`src/design/fcpc_pkg.sv`:
```
package fcpc_pkg;

  localparam int DEF_TABLE_ROWS = 8;
  localparam int DEF_PING_COUNT = 4;
  localparam int QUEUE_DEPTH = 2;

  localparam logic [1:0] FUNC_WRITE = 2'd0;
  localparam logic [1:0] FUNC_PING  = 2'd1;
  localparam logic [1:0] FUNC_STAGE = 2'd2;
  localparam logic [1:0] FUNC_RESET = 2'd3;

  localparam logic [1:0] ACT_NONE   = 2'd0;
  localparam logic [1:0] ACT_SWITCH = 2'd1;
  localparam logic [1:0] ACT_LIMIT  = 2'd2;

  localparam logic [15:0] LIMIT_NONE   = 16'd0;
  localparam logic [15:0] LIMIT_SWITCH = 16'd1;

  typedef struct packed {
    logic [3:0]  source;
    logic [15:0] ping_min;
    logic [15:0] ping_max;
    logic [15:0] stage_min;
    logic [15:0] stage_max;
    logic [15:0] limit;
  } row_t;

  typedef struct packed {
    logic [1:0]  func;
    logic [15:0] cur;
    logic [3:0]  src;
    logic [2:0]  idx;
    row_t        row;
  } cmd_t;

  typedef struct packed {
    logic [1:0]  action;
    logic [15:0] limit;
    logic [2:0]  level;
    logic        stage;
    logic [15:0] measured;
  } res_t;

  typedef struct packed {
    logic full;
    logic nonempty;
  } q_stat_t;

endpackage

```
`src/design/current_fod_ping_classifier.sv`:
```
// channel   | handshake                     | payload
// item      | item_valid / item_stall       | func, tx_current, power_source, entry_*
// result    | result_valid / result_stall   | action, current_limit, level_index,
//           |                               | from_stage, measured_current
// config    | table_levels_we               | table_levels_wdata
//
// the front takes a request each cycle while the two-entry queue has room
// the back handles a write, a reset or a sample that starts no scan while idle; a stage
// scan starts at once, a closing ping passes ST_MUL and ST_AVG first (no scan with no
// rows in use); one row read a cycle; a match ends the scan and holds on result_stall
// rst is synchronous; it clears the sample window, the stored limit and table_levels
// table rows hold no reset value and must be written before they are used
module current_fod_ping_classifier #(
  parameter int TABLE_ROWS = fcpc_pkg::DEF_TABLE_ROWS,
  parameter int PING_COUNT = fcpc_pkg::DEF_PING_COUNT
) (
  input  logic        clk,
  input  logic        rst,
  input  logic        table_levels_we,
  input  logic [3:0]  table_levels_wdata,
  input  logic        item_valid,
  output logic        item_stall,
  input  logic [1:0]  func,
  input  logic [15:0] tx_current,
  input  logic [3:0]  power_source,
  input  logic [2:0]  entry_index,
  input  logic [3:0]  entry_source,
  input  logic [15:0] entry_ping_min,
  input  logic [15:0] entry_ping_max,
  input  logic [15:0] entry_stage_min,
  input  logic [15:0] entry_stage_max,
  input  logic [15:0] entry_limit,
  output logic        result_valid,
  input  logic        result_stall,
  output logic [1:0]  action,
  output logic [15:0] current_limit,
  output logic [2:0]  level_index,
  output logic        from_stage,
  output logic [15:0] measured_current
);
  import fcpc_pkg::*;

  logic [3:0] table_levels;
  q_stat_t    q_stat;
  logic       q_push;
  logic       q_pop;
  cmd_t       push_cmd;
  cmd_t       head_cmd;
  res_t       result;

  always_ff @(posedge clk) begin
    if (rst) begin
      table_levels <= '0;
    end else if (table_levels_we) begin
      table_levels <= table_levels_wdata;
    end
  end

  fcpc_front #(
    .TABLE_ROWS(TABLE_ROWS)
  ) u_front (
    .item_valid      (item_valid),
    .item_stall      (item_stall),
    .func            (func),
    .tx_current      (tx_current),
    .power_source    (power_source),
    .entry_index     (entry_index),
    .entry_source    (entry_source),
    .entry_ping_min  (entry_ping_min),
    .entry_ping_max  (entry_ping_max),
    .entry_stage_min (entry_stage_min),
    .entry_stage_max (entry_stage_max),
    .entry_limit     (entry_limit),
    .q_stat          (q_stat),
    .q_push          (q_push),
    .q_cmd           (push_cmd)
  );

  fcpc_queue u_queue (
    .clk      (clk),
    .rst      (rst),
    .push     (q_push),
    .push_cmd (push_cmd),
    .pop      (q_pop),
    .head_cmd (head_cmd),
    .stat     (q_stat)
  );

  fcpc_back #(
    .TABLE_ROWS(TABLE_ROWS),
    .PING_COUNT(PING_COUNT)
  ) u_back (
    .clk          (clk),
    .rst          (rst),
    .table_levels (table_levels),
    .q_nonempty   (q_stat.nonempty),
    .q_cmd        (head_cmd),
    .q_pop        (q_pop),
    .result_valid (result_valid),
    .result_stall (result_stall),
    .result       (result)
  );

  assign action           = result.action;
  assign current_limit    = result.limit;
  assign level_index      = result.level;
  assign from_stage       = result.stage;
  assign measured_current = result.measured;

`ifndef SYNTHESIS
  a_action_limit: assert property (@(posedge clk) disable iff (rst)
    result_valid |-> ((action == ACT_NONE) == (current_limit == LIMIT_NONE)) &&
                     ((action == ACT_SWITCH) == (current_limit == LIMIT_SWITCH)))
    else $error("action does not agree with current_limit");

  a_level_in_use: assert property (@(posedge clk) disable iff (rst)
    result_valid |-> ({1'b0, level_index} < table_levels))
    else $error("matched row lies beyond table_levels");

  a_pop_nonempty: assert property (@(posedge clk) disable iff (rst)
    q_pop |-> q_stat.nonempty && !result_valid)
    else $error("back took an item from an empty queue or while a result waits");
`endif

endmodule

```
`src/design/fcpc_queue.sv`:
```
module fcpc_queue (
  input  logic              clk,
  input  logic              rst,
  input  logic              push,
  input  fcpc_pkg::cmd_t    push_cmd,
  input  logic              pop,
  output fcpc_pkg::cmd_t    head_cmd,
  output fcpc_pkg::q_stat_t stat
);
  import fcpc_pkg::*;

  localparam int PW = (QUEUE_DEPTH > 1) ? $clog2(QUEUE_DEPTH) : 1;
  localparam int CW = $clog2(QUEUE_DEPTH + 1);

  cmd_t          slots [QUEUE_DEPTH];
  logic [PW-1:0] wr_ptr;
  logic [PW-1:0] rd_ptr;
  logic [CW-1:0] count;
  logic          do_push;
  logic          do_pop;

  assign stat.full     = (32'(count) == QUEUE_DEPTH);
  assign stat.nonempty = (count != '0);
  assign do_push       = push && !stat.full;
  assign do_pop        = pop && stat.nonempty;
  assign head_cmd      = slots[rd_ptr];

  always_ff @(posedge clk) begin
    if (do_push) begin
      slots[wr_ptr] <= push_cmd;
    end
  end

  always_ff @(posedge clk) begin
    if (rst) begin
      wr_ptr <= '0;
      rd_ptr <= '0;
      count  <= '0;
    end else begin
      if (do_push) begin
        wr_ptr <= (32'(wr_ptr) == QUEUE_DEPTH - 1) ? '0 : wr_ptr + 1'b1;
      end
      if (do_pop) begin
        rd_ptr <= (32'(rd_ptr) == QUEUE_DEPTH - 1) ? '0 : rd_ptr + 1'b1;
      end
      if (do_push && !do_pop) begin
        count <= count + 1'b1;
      end else if (do_pop && !do_push) begin
        count <= count - 1'b1;
      end
    end
  end

endmodule

```
`src/design/fcpc_front.sv`:
```
module fcpc_front #(
  parameter int TABLE_ROWS = fcpc_pkg::DEF_TABLE_ROWS
) (
  input  logic              item_valid,
  output logic              item_stall,
  input  logic [1:0]        func,
  input  logic [15:0]       tx_current,
  input  logic [3:0]        power_source,
  input  logic [2:0]        entry_index,
  input  logic [3:0]        entry_source,
  input  logic [15:0]       entry_ping_min,
  input  logic [15:0]       entry_ping_max,
  input  logic [15:0]       entry_stage_min,
  input  logic [15:0]       entry_stage_max,
  input  logic [15:0]       entry_limit,
  input  fcpc_pkg::q_stat_t q_stat,
  output logic              q_push,
  output fcpc_pkg::cmd_t    q_cmd
);
  import fcpc_pkg::*;

  logic keep;

  // writes beyond TABLE_ROWS and pings with zero current are dropped here
  always_comb begin
    unique case (func)
      FUNC_WRITE: keep = (32'(entry_index) < TABLE_ROWS);
      FUNC_PING:  keep = (tx_current != 16'd0);
      FUNC_STAGE: keep = 1'b1;
      FUNC_RESET: keep = 1'b1;
      default:    keep = 1'b1;
    endcase
  end

  assign item_stall = q_stat.full;
  assign q_push     = item_valid && !q_stat.full && keep;

  assign q_cmd.func          = func;
  assign q_cmd.cur           = tx_current;
  assign q_cmd.src           = power_source;
  assign q_cmd.idx           = entry_index;
  assign q_cmd.row.source    = entry_source;
  assign q_cmd.row.ping_min  = entry_ping_min;
  assign q_cmd.row.ping_max  = entry_ping_max;
  assign q_cmd.row.stage_min = entry_stage_min;
  assign q_cmd.row.stage_max = entry_stage_max;
  assign q_cmd.row.limit     = entry_limit;

endmodule

```
`src/design/fcpc_back.sv`:
```
module fcpc_back #(
  parameter int TABLE_ROWS = fcpc_pkg::DEF_TABLE_ROWS,
  parameter int PING_COUNT = fcpc_pkg::DEF_PING_COUNT
) (
  input  logic           clk,
  input  logic           rst,
  input  logic [3:0]     table_levels,
  input  logic           q_nonempty,
  input  fcpc_pkg::cmd_t q_cmd,
  output logic           q_pop,
  output logic           result_valid,
  input  logic           result_stall,
  output fcpc_pkg::res_t result
);
  import fcpc_pkg::*;

  localparam int RW = (TABLE_ROWS > 1) ? $clog2(TABLE_ROWS) : 1;
  localparam int IW = $clog2(TABLE_ROWS + 1);
  localparam int CW = $clog2(PING_COUNT + 1);
  localparam int SW = 16 + $clog2(PING_COUNT);
  // average by reciprocal multiply, exact for every sum below 2**SW
  localparam int K = SW + $clog2(PING_COUNT) + 1;
  localparam logic [K:0] RECIP = (K + 1)'(((64'd1 << K) + PING_COUNT - 1) / PING_COUNT);
  localparam int PW = SW + K + 1;

  localparam logic [2:0] ST_IDLE = 3'd0;
  localparam logic [2:0] ST_MUL  = 3'd1;
  localparam logic [2:0] ST_AVG  = 3'd2;
  localparam logic [2:0] ST_SCAN = 3'd3;
  localparam logic [2:0] ST_OUT  = 3'd4;

  row_t          rows_mem [TABLE_ROWS];
  row_t          rd_data;
  logic [RW-1:0] rd_addr;
  logic          mem_we;

  logic [2:0]    state;
  logic [CW-1:0] sample_count;
  logic [SW-1:0] sample_sum;
  logic [15:0]   stored_limit;
  logic [PW-1:0] product;
  logic [15:0]   value;
  logic          stage_sel;
  logic [3:0]    src_sel;
  logic [IW-1:0] issue_idx;
  logic          chk_valid;
  logic [RW-1:0] chk_idx;

  logic [IW-1:0] rows;
  logic [15:0]   lo;
  logic [15:0]   hi;
  logic          hit;
  logic          last;
  logic [1:0]    act;

  always_comb begin
    if (32'(table_levels) > TABLE_ROWS) begin
      rows = IW'(TABLE_ROWS);
    end else begin
      rows = IW'(table_levels);
    end
  end

  assign q_pop        = (state == ST_IDLE) && q_nonempty;
  assign mem_we       = q_pop && (q_cmd.func == FUNC_WRITE);
  assign rd_addr      = RW'(issue_idx);
  assign result_valid = (state == ST_OUT);

  assign lo   = stage_sel ? rd_data.stage_min : rd_data.ping_min;
  assign hi   = stage_sel ? rd_data.stage_max : rd_data.ping_max;
  assign hit  = chk_valid && (rd_data.source == src_sel) && (value >= lo) && (value < hi);
  assign last = chk_valid && (32'(chk_idx) + 1 == 32'(rows));

  always_comb begin
    if (rd_data.limit == LIMIT_NONE) begin
      act = ACT_NONE;
    end else if (rd_data.limit == LIMIT_SWITCH) begin
      act = ACT_SWITCH;
    end else begin
      act = ACT_LIMIT;
    end
  end

  always_ff @(posedge clk) begin
    if (mem_we) begin
      rows_mem[RW'(q_cmd.idx)] <= q_cmd.row;
    end
  end

  always_ff @(posedge clk) begin
    rd_data <= rows_mem[rd_addr];
  end

  always_ff @(posedge clk) begin
    if (state == ST_MUL) begin
      product <= PW'(sample_sum) * PW'(RECIP);
    end
    if (hit && state == ST_SCAN) begin
      result.action   <= act;
      result.limit    <= rd_data.limit;
      result.level    <= 3'(chk_idx);
      result.stage    <= stage_sel;
      result.measured <= value;
    end
  end

  always_ff @(posedge clk) begin
    if (rst) begin
      state        <= ST_IDLE;
      sample_count <= '0;
      sample_sum   <= '0;
      stored_limit <= '0;
      stage_sel    <= 1'b0;
      src_sel      <= '0;
      value        <= '0;
      issue_idx    <= '0;
      chk_valid    <= 1'b0;
      chk_idx      <= '0;
    end else begin
      unique case (state)
        ST_IDLE: begin
          issue_idx <= '0;
          chk_valid <= 1'b0;
          if (q_pop) begin
            src_sel <= q_cmd.src;
            case (q_cmd.func)
              FUNC_RESET: begin
                sample_count <= '0;
                sample_sum   <= '0;
                stored_limit <= '0;
              end
              FUNC_PING: begin
                if (32'(sample_count) < PING_COUNT) begin
                  sample_sum   <= sample_sum + SW'(q_cmd.cur);
                  sample_count <= sample_count + 1'b1;
                  stage_sel    <= 1'b0;
                  if (32'(sample_count) + 1 == PING_COUNT) begin
                    state <= ST_MUL;
                  end
                end
              end
              FUNC_STAGE: begin
                if (stored_limit == 16'd0 && rows != '0) begin
                  stage_sel <= 1'b1;
                  value     <= q_cmd.cur;
                  state     <= ST_SCAN;
                end
              end
              default: ;
            endcase
          end
        end
        ST_MUL: begin
          state <= ST_AVG;
        end
        ST_AVG: begin
          value <= product[K +: 16];
          state <= (rows != '0) ? ST_SCAN : ST_IDLE;
        end
        ST_SCAN: begin
          // one row issued and one row checked each cycle
          if (32'(issue_idx) < 32'(rows)) begin
            chk_valid <= 1'b1;
            chk_idx   <= RW'(issue_idx);
            issue_idx <= issue_idx + 1'b1;
          end else begin
            chk_valid <= 1'b0;
          end
          if (hit) begin
            stored_limit <= rd_data.limit;
            state        <= ST_OUT;
          end else if (last) begin
            state <= ST_IDLE;
          end
        end
        ST_OUT: begin
          if (!result_stall) begin
            state <= ST_IDLE;
          end
        end
        default: state <= ST_IDLE;
      endcase
    end
  end

endmodule

```
`config.mk`:
```
export PLATFORM = sky130hd
export DESIGN_NAME = current_fod_ping_classifier
export DESIGN_NICKNAME = d
export VERILOG_FILES = /design/src/design/fcpc_pkg.sv /design/src/design/current_fod_ping_classifier.sv /design/src/design/fcpc_queue.sv /design/src/design/fcpc_front.sv /design/src/design/fcpc_back.sv
export SDC_FILE = /design/constraint.sdc
export NUM_CORES = 1
export LEC_CHECK = 0
export BUFFER_PORTS_ARGS = -buffer_cell sky130_fd_sc_hd__buf_2
export CAP_MARGIN = 20
export CORE_UTILIZATION = 35
export CTS_BUF_LIST = sky130_fd_sc_hd__clkbuf_2 sky130_fd_sc_hd__clkbuf_4 sky130_fd_sc_hd__clkbuf_8
export DETAILED_ROUTE_END_ITERATION = 10
export GPL_TIMING_DRIVEN = 0
export PLACE_DENSITY = 0.64
export SYNTH_ARGS = -nofsm -noshare
export SYNTH_HDL_FRONTEND = slang
export SYNTH_HIERARCHICAL = 1
export SYNTH_SLANG_ARGS = --single-unit
```
`constraint.sdc`:
```
create_clock -name clk -period 7.1 [get_ports clk]
set_input_delay 1.42 -clock clk [delete_from_list [all_inputs] [get_ports clk]]
set_output_delay 1.42 -clock clk [all_outputs]
set_load 0.05 [all_outputs]
```
==> summary by stage <==
STA
Setup violations remaining at the end of the flow were counted as 0. The final count of hold timing violations is 0. The smallest setup slack after layout is roughly 2000 ps. Based on the critical path, the design can be clocked at up to a little under 0.2 GHz. Between clock sinks in the finished design, the worst skew comes to around 52 ps. The final-layout worst hold slack is around 460 ps.

At the pin with the least slew margin, the transition time is about 1000 ps. Headroom to the max-slew limit came out at between 30% and 40%. In the finished design, the share of the clock period the worst path needs comes to 71.6%. The final critical delay including setup and external delays is 5090 ps.

The count of pins over their slew limit is 0. Setup repair after global routing left no endpoint under its margin.

Power and ir drop
In this run, flip-flops and latches consume around 52% of the power. The share of total power in the clock network is approximately a third. The cell-internal power is between 10 and 15 mW. VDD sags by at most 0.000192 V. Of the total power, the share spent switching nets is between 20 and 30%. The part of the power in combinational logic is about 14%. The power per cell area is between 300 and 400 nW/um^2. Summed over all nets, the switching power comes to 4.04 mW. The leakage power is about 16 nW. The overall power consumption is around 16 mW.

Finish
Relative to the synthesized area, the layout overhead comes to 16.3%. The fraction of final layout cells with drive strength greater than 1 is about a third. Counting the fill cells in the layout gives 10563. The number of nets in the layout is 2654.

Leaving out filler cells and counting taps, the final layout contains 4233. Once layout is done, the placed cells without fillers occupy approximately 50000 sq um.

Worst hold path
Counting instances, the worst hold path has a depth of 0. In this run the worst hold path is classified as reg2reg.

Clock tree
TritonCTS built the clock tree. The cell sitting at the root of the clock tree is a clkbuf_8. The H-tree generated during clock tree synthesis spans 4 levels.

In this run, CTS created clock tree buffers numbering ~170. The clock latency on the worst-skew pair is around 850 ps. The number of buffers inserted to repair setup after CTS is 0. The clock passes through at most 3 buffers.

The clock-pin slew on the worst setup and hold paths is approximately 60 ps. The sink count of the clock tree is 1106. The number of buffers inserted by hold repair at cts is 0. In this run, post-CTS repair resized a total of 0 instances.

Logic synthesis
In this run, synthesis inferred around 940 flip-flops with an integrated enable. The mapped netlist covers roughly 42000 sq um. The main flop type after synthesis is edfxtp_1. The number of distinct standard cells referenced by the synthesized netlist is 65. The proportion of synthesized flip-flops having asynchronous set or reset is 0%. The synthesized netlist cell count is roughly 2200.

The number of nets handed over by synthesis was 2370. The synthesized area per cell is 19.3 sq um. Counting flops and latches in the post-synthesis netlist gives ~1100. The Yosys warning count is 6. Sequential elements use between 70 and 80% of the synthesized area.

Status
The run finished with clean final reports.

Routing
The count of nets left with antenna violations after detail routing is 0. The total routed wirelength is ~99000 um. The detail-routed net length per standard cell is 23.3 um. For this run, the detailed router's first-pass iteration total came to 6. After detailed routing, the number of vias per cell comes to 4.94.

The number of remaining DRC errors is 0. The routed layout has about 21000 vias. After the first detailed-routing iteration, the DRC count stood at ~1600.

Global routing
The first global-routing pass estimated approximately 140000 um of wire. The combined global-route utilization of all metal layers is between 10% and 20%. Global routing finished with a remaining overflow of 0. The number of antenna violations at the first check in global routing is 8. The via count of the first global-routing pass is roughly 22000. The largest net degree at the start of global routing is 70.

Place
Once placement finished, the instance area stood at between 40000 and 50000 sq um. The total half-perimeter wirelength after legalization and detailed placement is between 60000 and 70000 um. During placement, the flow inserted port buffers numbering 65.

The pre-CTS setup slack is just under 2000 ps. Counting tap cells, the placed design contains a total of about 3900 instances. The routability-driven placement congestion ratio is around 0.85.

Floorplanning
158 I/O pins were placed. Row generation in the floorplan step produced 127 rows. The floorplan step defined a die boundary enclosing roughly 120000 sq um.

The horizontal die dimension is ~350 um. The initial standard-cell utilization of the core is roughly 35%. The total area inside the core boundary comes to around 120000 sq um. The die outline height is around 350 um.

Run
The max-cap check violation count is 0.

Setup path
The category of the worst setup path launch point is a flip-flop. The critical path class is reg2reg. The endpoint required time on the critical path is between 7000 and 8000 ps. Along the worst path, the maximum fanout reaches 38.

Counting cells, the worst reg-to-reg path comes to 12. The endpoint kind of the worst setup timing path is a flip-flop. The worst endpoint data arrival time is 5520 ps.
## layer usage
metal  wire length (um)  vias to the layer above  track usage [%]
li1                   -                     9234                -
met1              41300                    10806             20.9
met2              48400                      694             26.9
met3               5990                      178             3.21
met4               2970                        2             6.00
met5                 11                        -                0
## cell families after synthesis
family,count (synthesis),synth area share (%)
flops,1106,74.3
mux,431,15.8
simple gates,235,2.72
buf+inv,210,2.97
compound gates,142,2.20
fa+ha+maj,55,1.64
xor+xnor,18,0.371
## state kept, by name, summed over array words and instances, names as in the netlist, 4 cells and up, named ones only
| signal | flops |
|---|---|
| u_queue/slots | 218 |
| u_back/rd_data | 84 |
| table_levels | 4 |
| u_back/result | 38 |
| u_back/sample_sum | 18 |
| u_back/src_sel | 4 |
| u_back/rows_mem | 672 |
| u_back/value | 16 |
| u_back/product | 16 |
| u_back/stored_limit | 16 |
| u_back/issue_idx | 4 |
## synthesized netlist by cell type, drive strengths merged (3+ instances only)
master / number / area [sq um]
buf: 153 / 1050
nor3b: 6 / 45.0
mux2i: 68 / 681
nand4: 10 / 62.6
a22oi: 5 / 37.5
edfxtp: 944 / 28300
clkbuf: 43 / 163
dfxtp: 162 / 3240
a211oi: 23 / 178
nor2b: 5 / 33.8
mux4: 168 / 3780
a211o: 5 / 52.6
nand2: 61 / 229
o21a: 10 / 75.1
or3: 9 / 56.3
a31oi: 3 / 18.8
nor3: 13 / 65.1
ha: 54 / 676
a2111oi: 3 / 26.3
xor2: 12 / 105
a21oi: 43 / 215
nor4: 12 / 75.1
nand2b: 28 / 175
and3: 5 / 31.3
xnor2: 6 / 52.6
mux2: 195 / 2230
nor2: 65 / 244
inv: 14 / 52.6
o21ai: 22 / 110
o211ai: 4 / 30.0
a21o: 9 / 67.6
nand3: 11 / 55.1
## path summary, 6_finish.rpt
kind,start,endpoint,slack [ps]
worst min register to register,u_back/sample_sum[17],u_back/product[36],460
worst min-delay path,u_back/sample_sum[17],u_back/product[36],460
worst max register to register,u_back/stage_sel,u_back/result[20],2010
worst max-delay path,u_back/stage_sel,u_back/result[20],2010
## stage by stage
stage / utilization [%] / TNS (ps)
after global placement: 37.3 / -2109220
after global routing: 41.1 / 0
after floorplan: - / 0
after detailed placement: 38.2 / 0
after CTS: 41.1 / 0
final: 41.1 / 0
## layout make-up
| class | instances | area (sq um) | share of cell area (%) |
|---|---|---|---|
| antenna | 1 | 2.50 | 0.00506 |
| buffer | 196 | 1210 | 2.45 |
| clock buffer | 249 | 3010 | 6.10 |
| clock inverter | 61 | 450 | 0.911 |
| inverter | 14 | 57.6 | 0.116 |
| multi-input combinational | 881 | 9710 | 19.7 |
| sequential | 1106 | 31600 | 63.9 |
| tap | 1612 | 2020 | 4.08 |
| timing repair buffer | 113 | 1380 | 2.78 |
## worst max-delay path, stage by stage (launching register included)
cell       delay (ps)
dfxtp_1           400
clkbuf_1          380
buf_1             620
mux2i_1           370
ha_1              320
and3_1            190
nor4_1            330
o2111ai_1         210
a311oi_1          570
nand3b_1          160
buf_4             230
buf_6             170
inv_2             720
## cell usage in the layout, fill, tap and decap left out, types with 6 or more instances in the layout
master / count
mux4_2: 168
xnor2_1: 6
clkinv_2: 19
mux2_4: 10
mux2i_1: 68
nand3_1: 11
edfxtp_1: 944
nor4_1: 12
o21a_1: 10
o21ai_0: 15
a211oi_1: 22
buf_4: 111
clkinv_1: 22
buf_1: 17
clkbuf_1: 42
or3_1: 9
clkbuf_4: 66
nand2_1: 61
a21oi_1: 43
clkbuf_8: 183
o21ai_1: 7
buf_12: 19
mux2_2: 184
dfxtp_1: 162
nor2_1: 59
nor3_1: 11
nor2_4: 6
ha_1: 54
nand4_1: 10
buf_16: 19
buf_2: 86
xor2_1: 12
a21o_1: 9
nand2b_1: 28
inv_1: 11
buf_8: 9
## power by group through the flow
stage	logic, mW	registers [mW]	clock network (mW)
floorplan	1.42	8.27	0
global placement	1.97	8.39	0
detailed placement	2.19	8.31	0
CTS	2.21	8.17	5.44
global route	2.38	8.20	5.70
finish	2.18	8.17	5.31
(Power assumes the default switching activity.)
